==> src/hdl/tlbsf_pkg.sv <==
// shared types, register indexes and color arithmetic for the band shift filter
// used by tlbsf_cell and tape_look_band_shift_filter_core
// no dependencies
package tlbsf_pkg;

	// one BGRA pixel, blue in the lowest byte
	typedef struct packed {
		logic [7:0] alpha;
		logic [7:0] red;
		logic [7:0] green;
		logic [7:0] blue;
	} pix_t;

	// configuration register indexes
	typedef enum logic [1:0] {
		REG_BAND_WIDTH  = 2'd0,
		REG_BAND_PERIOD = 2'd1,
		REG_TINT_LEVEL  = 2'd2,
		REG_GHOST_SHIFT = 2'd3
	} reg_idx_t;

	// sequencer states
	typedef enum logic {
		ST_RUN,
		ST_FLUSH
	} state_t;

	localparam logic [9:0] TINT_BIAS = 10'd127;
	localparam logic [9:0] CHAN_MAX  = 10'd255;

	// average two channel values, then apply the band offset with clamping
	function automatic logic [7:0] tone(input logic [7:0] a, input logic [7:0] b,
			input logic band, input logic [7:0] tint);
		logic [8:0] sum;
		logic [9:0] avg;
		logic signed [9:0] v;
		logic [7:0] res;
		sum = {1'b0, a} + {1'b0, b};
		avg = {2'b00, sum[8:1]};
		v = $signed(avg + {2'b00, tint} - TINT_BIAS);
		res = avg[7:0];
		if (band) begin
			if (v < 0)
				res = 8'd0;
			else if (v > $signed(CHAN_MAX))
				res = 8'hff;
			else
				res = v[7:0];
		end
		return res;
	endfunction

	// all three colors of a pixel, alpha from the front pixel
	function automatic pix_t tone_pix(input pix_t f, input pix_t p, input logic band,
			input logic [7:0] tint);
		pix_t r;
		r.blue  = tone(f.blue, p.blue, band, tint);
		r.green = tone(f.green, p.green, band, tint);
		r.red   = tone(f.red, p.red, band, tint);
		r.alpha = f.alpha;
		return r;
	endfunction

endpackage

==> src/hdl/tlbsf_cell.sv <==
// one cell of the held-pixel row: stores a pixel, takes its right neighbor on a shift
// and drives its pixel onto the partner tap when selected
// depends on tlbsf_pkg
module tlbsf_cell import tlbsf_pkg::*; #(
	parameter int IDX   = 0,
	parameter int IDX_W = 6
) (
	input  logic             clk,
	input  logic             shift_en,
	input  logic             wr_en,
	input  logic [IDX_W-1:0] wr_idx,
	input  logic [IDX_W-1:0] tap_idx,
	input  pix_t             px,
	input  pix_t             nbr,
	output pix_t             q,
	output pix_t             tap
);

	pix_t pix_q;
	logic hit_wr;
	logic hit_tap;

	assign hit_wr  = wr_en && (wr_idx == IDX_W'(IDX));
	assign hit_tap = (tap_idx == IDX_W'(IDX));

	// load new pixel, shift toward the front, or hold
	always_ff @(posedge clk) begin
		if (hit_wr)
			pix_q <= px;
		else if (shift_en)
			pix_q <= nbr;
	end

	assign q   = pix_q;
	assign tap = hit_tap ? pix_q : '0;

endmodule

==> src/hdl/tape_look_band_shift_filter_core.sv <==
// top level of the tape-look band and ghost filter
// depends on tlbsf_pkg and tlbsf_cell

// Each BGRA pixel is averaged in blue, green and red with the pixel ghost_shift places to
// its right in the same row (the row's last pixel stands in past the row end); alpha passes.
// Rows whose index modulo band_period is below band_width get tint_level - 127 added,
// clamped to 0..255. Output lags input by ghost_shift pixels. In the middle of a row the
// block takes one pixel per cycle while the output is drained. A row end (or frame end)
// then flushes the held pixels one per cycle while the output is drained, during which no
// input is taken. After ghost_shift was lowered mid-row, the next pixel releases each
// surplus held pixel at one per cycle while the output is drained, and no input is taken
// until they are out. The figure is set by the single result path of the cell row: one
// result per cycle. Configuration writes are always taken (cfg_ready is high).
module tape_look_band_shift_filter_core import tlbsf_pkg::*; #(
	parameter int MAX_SHIFT = 63
) (
	input  logic        clk,
	input  logic        arst_n,
	// config write: cfg_index selects register
	input  logic        cfg_valid,
	output logic        cfg_ready,
	input  logic [1:0]  cfg_index,
	input  logic [7:0]  cfg_data,
	// input pixels
	input  logic        s_axis_tvalid,
	output logic        s_axis_tready,
	input  logic [31:0] s_axis_tdata,  // blue_in, green_in, red_in, alpha_in
	input  logic        s_axis_tlast,  // row_end
	input  logic [0:0]  s_axis_tuser,  // frame_end
	// output pixels
	output logic        m_axis_tvalid,
	input  logic        m_axis_tready,
	output logic [31:0] m_axis_tdata,  // blue_out, green_out, red_out, alpha_out
	output logic        m_axis_tlast,  // row_done
	output logic [0:0]  m_axis_tuser   // frame_done
);

	localparam int DEPTH = MAX_SHIFT;
	localparam int IDX_W = $clog2(MAX_SHIFT + 1);

	// configuration registers
	logic [4:0] band_width_q;
	logic [5:0] band_period_q;
	logic [7:0] tint_level_q;
	logic [5:0] ghost_shift_q;

	// control state
	state_t           state_q, state_d;
	logic [IDX_W-1:0] held_q;
	logic [5:0]       row_phase_q;
	logic             band_q;
	logic             fe_q;
	logic             go_q;
	pix_t             last_q;

	// output register
	logic out_vld_q;
	pix_t out_pix_q;
	logic out_last_q;
	logic out_fe_q;

	// datapath and control signals
	pix_t             px;
	pix_t             front;
	pix_t             partner;
	pix_t             tap_or;
	pix_t             cell_q   [DEPTH];
	pix_t             cell_tap [DEPTH];
	logic [IDX_W-1:0] shift;
	logic             advance;
	logic             extra;
	logic             acc;
	logic             in_last;
	logic             emit_acc;
	logic             emit_extra;
	logic             emit_flush;
	logic             emit;
	logic             band_now;
	logic             res_last;
	logic             res_fe;
	logic             wr_en;
	logic [IDX_W-1:0] wr_idx;

	assign px = pix_t'(s_axis_tdata);
	assign cfg_ready = 1'b1;

	// configuration writes
	always_ff @(posedge clk or negedge arst_n) begin
		if (!arst_n) begin
			band_width_q  <= 5'd2;
			band_period_q <= 6'd4;
			tint_level_q  <= 8'd100;
			ghost_shift_q <= 6'd3;
		end else if (cfg_valid && cfg_ready) begin
			case (reg_idx_t'(cfg_index))
				REG_BAND_WIDTH:  band_width_q  <= cfg_data[4:0];
				REG_BAND_PERIOD: band_period_q <= cfg_data[5:0];
				REG_TINT_LEVEL:  tint_level_q  <= cfg_data;
				REG_GHOST_SHIFT: ghost_shift_q <= cfg_data[5:0];
				default: ;
			endcase
		end
	end

	// effective shift, limited to the cell row
	assign shift = (32'(ghost_shift_q) > MAX_SHIFT) ? IDX_W'(MAX_SHIFT)
		: ghost_shift_q[IDX_W-1:0];

	// handshake and request qualification
	assign advance       = !out_vld_q || m_axis_tready;
	assign extra         = held_q > shift;
	assign s_axis_tready = (state_q == ST_RUN) && advance && !go_q;
	assign acc           = s_axis_tvalid && s_axis_tready;
	assign in_last       = s_axis_tlast || s_axis_tuser[0];
	assign emit_acc      = acc && (held_q >= shift);
	assign emit_extra    = go_q && advance;
	assign emit_flush    = (state_q == ST_FLUSH) && advance && !go_q;
	assign emit          = emit_acc || emit_extra || emit_flush;

	// cell row control
	assign wr_en  = acc && !(emit_acc && (held_q == '0));
	assign wr_idx = emit_acc ? held_q - 1'b1 : held_q;

	genvar gi;
	generate
		for (gi = 0; gi < DEPTH; gi++) begin : g_cell
			pix_t nbr;
			if (gi < DEPTH - 1) begin : g_mid
				assign nbr = cell_q[gi+1];
			end else begin : g_end
				assign nbr = cell_q[gi];
			end
			tlbsf_cell #(
				.IDX   (gi),
				.IDX_W (IDX_W)
			) u_cell (
				.clk      (clk),
				.shift_en (emit),
				.wr_en    (wr_en),
				.wr_idx   (wr_idx),
				.tap_idx  (shift),
				.px       (px),
				.nbr      (nbr),
				.q        (cell_q[gi]),
				.tap      (cell_tap[gi])
			);
		end
	endgenerate

	// gather the partner tap from the row
	always_comb begin
		tap_or = '0;
		for (int i = 0; i < DEPTH; i++)
			tap_or = tap_or | cell_tap[i];
	end

	// operands of the result
	always_comb begin
		front = (held_q == '0) ? px : cell_q[0];
		if ((state_q == ST_FLUSH) && !go_q)
			partner = last_q;
		else if (acc && (held_q == shift))
			partner = px;
		else
			partner = tap_or;
		band_now = (state_q == ST_FLUSH) ? band_q : (row_phase_q < {1'b0, band_width_q});
	end

	// run end marks of the result
	always_comb begin
		res_last = 1'b0;
		res_fe   = 1'b0;
		if ((state_q == ST_FLUSH) && (emit_flush || emit_extra) && (held_q == IDX_W'(1))) begin
			res_last = 1'b1;
			res_fe   = fe_q;
		end else if (emit_acc && in_last && (held_q == '0)) begin
			res_last = 1'b1;
			res_fe   = s_axis_tuser[0];
		end
	end

	// next state
	always_comb begin
		state_d = state_q;
		case (state_q)
			ST_RUN: begin
				if (acc && in_last && !(emit_acc && (held_q == '0)))
					state_d = ST_FLUSH;
			end
			ST_FLUSH: begin
				if ((emit_flush || emit_extra) && (held_q == IDX_W'(1)))
					state_d = ST_RUN;
			end
			default: state_d = ST_RUN;
		endcase
	end

	// state, held count, surplus drain and row phase
	always_ff @(posedge clk or negedge arst_n) begin
		if (!arst_n) begin
			state_q     <= ST_RUN;
			held_q      <= '0;
			row_phase_q <= '0;
			band_q      <= 1'b0;
			fe_q        <= 1'b0;
			go_q        <= 1'b0;
		end else begin
			state_q <= state_d;
			if (acc && !emit_acc)
				held_q <= held_q + 1'b1;
			else if (emit_extra || emit_flush)
				held_q <= held_q - 1'b1;
			// surplus pixels left by a lowered shift drain after the next input
			if (acc && extra)
				go_q <= 1'b1;
			else if (emit_extra && ((held_q - 1'b1) == shift))
				go_q <= 1'b0;
			if (acc && in_last) begin
				band_q <= row_phase_q < {1'b0, band_width_q};
				fe_q   <= s_axis_tuser[0];
				if (s_axis_tuser[0] || (7'(row_phase_q) + 7'd1 >= 7'(band_period_q)))
					row_phase_q <= '0;
				else
					row_phase_q <= row_phase_q + 6'd1;
			end
		end
	end

	// newest pixel of a row, partner for the flush
	always_ff @(posedge clk) begin
		if (acc)
			last_q <= px;
	end

	// output register
	always_ff @(posedge clk or negedge arst_n) begin
		if (!arst_n)
			out_vld_q <= 1'b0;
		else if (advance)
			out_vld_q <= emit;
	end

	always_ff @(posedge clk) begin
		if (advance && emit) begin
			out_pix_q  <= tone_pix(front, partner, band_now, tint_level_q);
			out_last_q <= res_last;
			out_fe_q   <= res_fe;
		end
	end

	assign m_axis_tvalid   = out_vld_q;
	assign m_axis_tdata    = out_pix_q;
	assign m_axis_tlast    = out_last_q;
	assign m_axis_tuser[0] = out_fe_q;

	// a flush never runs with an empty cell row
	a_flush_nonempty: assert property (@(posedge clk) disable iff (!arst_n)
		(state_q == ST_FLUSH) |-> (held_q != '0))
		else $error("flush with no held pixels");

	// at most one result source per cycle
	a_one_source: assert property (@(posedge clk) disable iff (!arst_n)
		$onehot0({emit_acc, emit_extra, emit_flush}))
		else $error("two result sources in one cycle");

	// leaving the flush leaves the row empty
	a_flush_drains: assert property (@(posedge clk) disable iff (!arst_n)
		((state_q == ST_FLUSH) ##1 (state_q == ST_RUN)) |-> (held_q == '0))
		else $error("pixels left after flush");

	// a run end result only while the row drains to empty
	a_last_empties: assert property (@(posedge clk) disable iff (!arst_n)
		(advance && emit && res_last) |=> (held_q == '0))
		else $error("row end result with pixels still held");

endmodule
==> config.mk <==
export PLATFORM = sky130hd
export DESIGN_NAME = tape_look_band_shift_filter_core
export DESIGN_NICKNAME = d
export VERILOG_FILES = /design/src/hdl/tlbsf_pkg.sv /design/src/hdl/tlbsf_cell.sv /design/src/hdl/tape_look_band_shift_filter_core.sv
export SDC_FILE = /design/constraint.sdc
export NUM_CORES = 2
export LEC_CHECK = 0
export BUFFER_PORTS_ARGS = -buffer_cell sky130_fd_sc_hd__buf_2
export CORE_ASPECT_RATIO = 1.25
export CORE_MARGIN = 2
export CORE_UTILIZATION = 46
export CTS_CLUSTER_DIAMETER = 150
export DETAILED_ROUTE_END_ITERATION = 10
export GPL_TIMING_DRIVEN = 0
export HOLD_SLACK_MARGIN = 0.06
export PLACE_DENSITY_LB_ADDON = 0.05
export REMOVE_ABC_BUFFERS = 1
export SYNTH_ARGS = -nofsm -noshare
export SYNTH_HDL_FRONTEND = slang
export SYNTH_HIERARCHICAL = 1
export SYNTH_SLANG_ARGS = --single-unit
==> constraint.sdc <==
create_clock -name clk -period 10.7 [get_ports clk]
set_input_delay 1.07 -clock clk [delete_from_list [all_inputs] [get_ports clk]]
set_output_delay 1.07 -clock clk [all_outputs]
set_load 0.01 [all_outputs]
== Yosys cells after proc, flatten, opt, wreduce, memory -nomap -nowiden ==
Index checks and enable logic that the tools add are counted.

* Divide/modulo/power cells: 0
* Bitwise logic cells: 63
* Shift operators: 0
* $lt $le $gt $ge: 10
* Add/subtract/negate cells: 13
* Reduce and logical (&&, ||, !) cells: 167
* Multiply operators: 0
* Mux-type cells: 212
* Eq/ne operators: 130

{| class="wikitable"
|+ Operators by type and width
! kind !! number
|-
| 2-to-1 mux 32 bit || 125
|-
| 2-to-1 mux 24 bit || 65
|-
| bitwise OR 24 bit || 62
|-
| == test 6 bit, second input constant || 62
|-
| == test 6 x 5 -> 1 bit, second input constant || 32
|-
| nonzero test 2 bit || 64
|-
| == test 6 x 4 -> 1 bit, second input constant || 16
|-
| logical AND 1 bit || 85
|-
| 2-to-1 mux 8 bit || 9
|-
| adder 8 x 8 -> 9 bit || 6
|-
| == test 6 x 3 -> 1 bit, second input constant || 8
|-
| greater-than comparator 10 x 9 -> 1 bit, second input constant || 3
|-
| less-than comparator 10 x 1 -> 1 bit, second input constant || 3
|-
| subtractor 9 x 7 -> 10 bit, second input constant || 3
|-
| == test 6 x 2 -> 1 bit, second input constant || 4
|-
| 2-to-1 mux 6 bit || 4
|-
| == test 6 x 1 -> 1 bit, second input constant || 3
|-
| zero test 6 bit || 3
|-
| adder 6 x 1 -> 6 bit, second input constant || 2
|-
| == test 6 bit || 2
|-
| 2-to-1 mux 1 bit || 8
|-
| AND reduction 2 bit || 4
|-
| adder 6 x 1 -> 7 bit, second input constant || 1
|-
| greater-or-equal comparator 7 x 6 -> 1 bit || 1
|-
| 11 further kinds || 20
|}

* Word-level logic and storage cells: 867
* Output and inout port bits: 37
* Input port bits: 49
* Memory bits (writable): 0
* Latch bits: 0
* Bits in read-only memories: 0
* Memories kept: 0
* Register bits: 2116

== Depth between registers and ports, before layout ==
* Depth after elaboration: 73
* Mapped depth: 28
* Depth with buffers taken out: 26

== Hierarchy ==
Netlist, hierarchy kept.

{| class="wikitable"
|+ By module, submodules not included
! module !! instances !! area an instance (um^2) !! cells an instance
|-
| tlbsf_cell (g_cell[21].u_cell ...) || 8 || 1739.2 || 107
|-
| tape_look_band_shift_filter_core || 1 || 10890.4 || 1286
|-
| tlbsf_cell (g_cell[28].u_cell ...) || 6 || 1731.7 || 107
|-
| tlbsf_cell (g_cell[10].u_cell ...) || 5 || 1731.7 || 108
|-
| tlbsf_cell (g_cell[20].u_cell ...) || 4 || 1745.4 || 107
|-
| tlbsf_cell (g_cell[11].u_cell ...) || 4 || 1726.7 || 108
|-
| tlbsf_cell (g_cell[29].u_cell ...) || 4 || 1671.6 || 108
|-
| tlbsf_cell (g_cell[23].u_cell ...) || 4 || 1632.8 || 108
|-
| tlbsf_cell (g_cell[1].u_cell ...) || 4 || 1630.3 || 108
|-
| tlbsf_cell (g_cell[17].u_cell ...) || 4 || 1626.6 || 107
|-
| tlbsf_cell (g_cell[0].u_cell ...) || 3 || 1619.1 || 108
|-
| tlbsf_cell (g_cell[61].u_cell ...) || 2 || 1810.5 || 108
|-
| tlbsf_cell (g_cell[55].u_cell ...) || 2 || 1789.2 || 109
|-
| tlbsf_cell (g_cell[16].u_cell ...) || 2 || 1761.7 || 107
|-
| 8 more rows || - || - || -
|}

== Least setup slack after synthesis ==
No wires, ideal clock.

* Path kind: reg-to-reg
* From: register ghost_shift_q[4]
* To: register g_cell[2].u_cell.pix_q, in the netlist g_cell[2].u_cell/q[0], enable pin
* Buffers on the path: 2
* Data arrival time: 10.214 ns
* Slack: 0.092 ns
* Cell stages (with the launch flop): 12
* Cell sequence: dfrtp_1 inv_1 ha_1 nand4_1 o21bai_1 o31ai_1 clkbuf_1 o21ai_0 nor4b_2 nand3_1 buf_2 nand2b_1

* Elaborated cells on any way between the ends: 11

{| class="wikitable"
|+ RTL lines
! what !! RTL line !! source
|-
| start: declaration || tape_look_band_shift_filter_core.sv:45 || <nowiki>logic [5:0] ghost_shift_q;</nowiki>
|-
| start signal: assignment || tape_look_band_shift_filter_core.sv:99 || <nowiki>REG_GHOST_SHIFT: ghost_shift_q <= cfg_data[5:0];</nowiki>
|-
| greater-or-equal comparator 6 bit || tape_look_band_shift_filter_core.sv:115 || <nowiki>assign emit_acc = acc && (held_q >= shift);</nowiki>
|-
| logical AND 1 bit || tape_look_band_shift_filter_core.sv:115 ||
|-
| 2-to-1 mux 6 bit || tape_look_band_shift_filter_core.sv:122 || <nowiki>assign wr_idx = emit_acc ? held_q - 1'b1 : held_q;</nowiki>
|-
| named net wr_idx[1] || tape_look_band_shift_filter_core.sv:82 || <nowiki>logic [IDX_W-1:0] wr_idx;</nowiki>
|-
| == test 6 x 2 -> 1 bit || tlbsf_cell.sv:23 || <nowiki>assign hit_wr = wr_en && (wr_idx == IDX_W'(IDX));</nowiki>
|-
| logical AND 1 bit || tlbsf_cell.sv:23 ||
|-
| nonzero test 2 bit (no source line) || - ||
|-
| end signal: assignment || tlbsf_cell.sv:29 || <nowiki>pix_q <= px;</nowiki>
|-
| end signal: assignment || tlbsf_cell.sv:31 || <nowiki>pix_q <= nbr;</nowiki>
|-
| end: declaration || tlbsf_cell.sv:19 || <nowiki>pix_t pix_q;</nowiki>
|}

The timed path passes the listed nets, and every way through them passes these cells.
A chain may end at the register's enable or synchronous reset.

==> results.ini <==
[status]
run_status = finished, violations left
violations = capacitance limit, slew limit

[global_route]
grt_max_degree = 67
use_met3 = 0.0511
grt_busiest_layer = met2
antenna_found_initial = 40
track_usage = 0.295
grt_pass1_vias = 65900
gr-usage-met2 = 0.461
grt_pass1_wl_mm = 533
grtUsageMet1 = 0.407
grt-ovfl-total = 0

[timing]
timing.final.crit_share = 0.852
finalHoldWorstSlack_ns = 0.336
timing.slew.headroom = -0.0657
setup_viol = 0
tns_ns = 0
fmax_ghz = 0.110
tightest_slew_ns = 1.60
rsz0062_at_grt = false
skew_ns = 0.0322
hold_viol_final = 0
setup_ws_ns = 1.58
drv_slew = 52
fin_crit_ns = 9.12

[floorplan]
die_w_um = 452
core_area_um2 = 250000
num_io_pins = 86
fp.dieH_um = 564
die_area_um2 = 255000
fp-row-count = 205
start_util = 0.462

[final_layout]
drive_above_1_share = 0.376
area_growth_pct = 11.9
nNetsFinal = 7861

[setup_path]
required_ns = 11.42
crit_buf_inv = 2
endpoint_kind = flip-flop
crit_family = simple AND/OR/NAND/NOR gates
worstSetupStartpointType = flip-flop
worst_ep_arrival_time_ns = 9.84
crit_type = reg2reg
rrSetupSlack_ns = 1.58
path_max_fanout = 63
critPathSlowestCell = nor4_1
slowest_delay_ns = 1.09

[placement]
gp_routability_congestion = 0.902
pre_cts_ws_ns = 1.85
portBuffers = 84
dp_hpwl_mm = 266

[clock_tree]
cts_tree = done
path_clk_slew_ns = 0.06
insertion_delay_ns = 0.90
htreeDepth = 4
postCtsResizedCells = 0
cts_max_path_buffers = 4
cts_sinks = 2116
cts_made_buffers = 233
hold_buffers = 0
cts_setup_buffers = 0
cts_root_buf = clkbuf_16

[power_and_ir_drop]
peakVddDrop_uv = 207
switchingPower_uw = 12500
combPwrFrac = 0.353
power.internal_uw = 25300
p_sw_frac = 0.331
p_leak_uw = 0.0518
p_per_area_nw_per_um2 = 292
p_clk_frac = 0.212
seqPwrFrac = 0.436

[synth]
syn_inst = 7559
netlist_area_um2 = 115000
synth_area_per_cell_um2 = 15.3
ys_warn_count = 6

[min_path]
min_path_type = in2async

[routing]
wl_mm = 381
drtIter0Drc = 7145
via_count = 66400
routed_via_density = 5.90
routedWlPerCell_um = 33.9
firstDrtPassIters = 8
detail-route-antenna-nets = 0
route.detailed.drc = 0

[run]
maxCapViolCount = 4

-- per-stage QoR --
stage / cell area (um2) / std cells / total power (uW) / util
after floorplan: 112000 / 7156 / 24500 / -
after global placement: 117000 / 10600 / 28900 / 0.468
after detailed placement: 122000 / 10800 / 29800 / 0.488
after CTS: 129000 / 11200 / 37900 / 0.517
after global routing: 129000 / 11200 / 39500 / 0.517
final: 129000 / 11200 / 37700 / 0.517
-- metal layers --
layer  vias to the layer above  routed length [um]
met5                         -                  92
met4                        16               17700
met3                       542               26200
met2                      2431              173000
met1                     34400              164000
li1                      28900                   -
-- power by group through the flow --
| stage | sequential [uW] | combinational (uW) | clock [uW] |
|---|---|---|---|
| after floorplan | 15600 | 8920 | 0 |
| after global placement | 16600 | 12300 | 0 |
| after detailed placement | 16500 | 13200 | 0 |
| after CTS | 16400 | 13300 | 8130 |
| after global routing | 16800 | 14300 | 8410 |
| final | 16400 | 13300 | 7980 |
-- final timing paths --
path / start / end / cells after the start
max in group asynchronous: arst_n / ghost_shift_q[2] / 1
setup / recovery: ghost_shift_q[3] / m_axis_tdata[10] / 26
hold / removal: arst_n / held_q[2] / 1
setup reg to reg: ghost_shift_q[3] / m_axis_tdata[10] / 26
hold reg to reg: band_q / band_q / 2
min in group clk: cfg_data[6] / tint_level_q[6] / 2
-- registers in the layout (all words and copies together) (netlist names), 5 cells and up --
| register | flops |
|---|---|
| m_axis_tdata | 32 |
| band_width_q | 5 |
| held_q | 6 |
| band_period_q | 6 |
| last_q | 24 |
| tint_level_q | 8 |
| row_phase_q | 6 |
| ghost_shift_q | 6 |
| g_cell.u_cell/q | 2016 |
-- cells in the final DEF, fill, tap and decap left out, drive strengths merged, types with 29 or more instances in the layout --
| master | count |
|---|---|
| nand3 | 42 |
| or4 | 57 |
| nand4 | 102 |
| o21ai | 62 |
| nand2 | 84 |
| nor3b | 29 |
| inv | 50 |
| nor4 | 338 |
| diode | 32 |
| nand2b | 63 |
| edfxtp | 2074 |
| nor3 | 70 |
| nand4b | 52 |
| nor2 | 95 |
| ha | 90 |
| and2 | 1512 |
| a21oi | 31 |
| clkbuf | 297 |
| dfrtp | 35 |
| mux2 | 2067 |
| clkinv | 99 |
| xnor2 | 31 |
| buf | 324 |
-- final cells by class --
cell class,count,area (um2)
clock inverters,125,1080
fillers,20900,120000
diodes,32,80.1
inverters,49,184
multi-input cells,4991,49300
well taps,3312,4140
flip-flops and latches,2116,63400
clock buffers,296,6200
repair buffers,325,4820
Note: power is estimated with default switching activity, not from simulation.
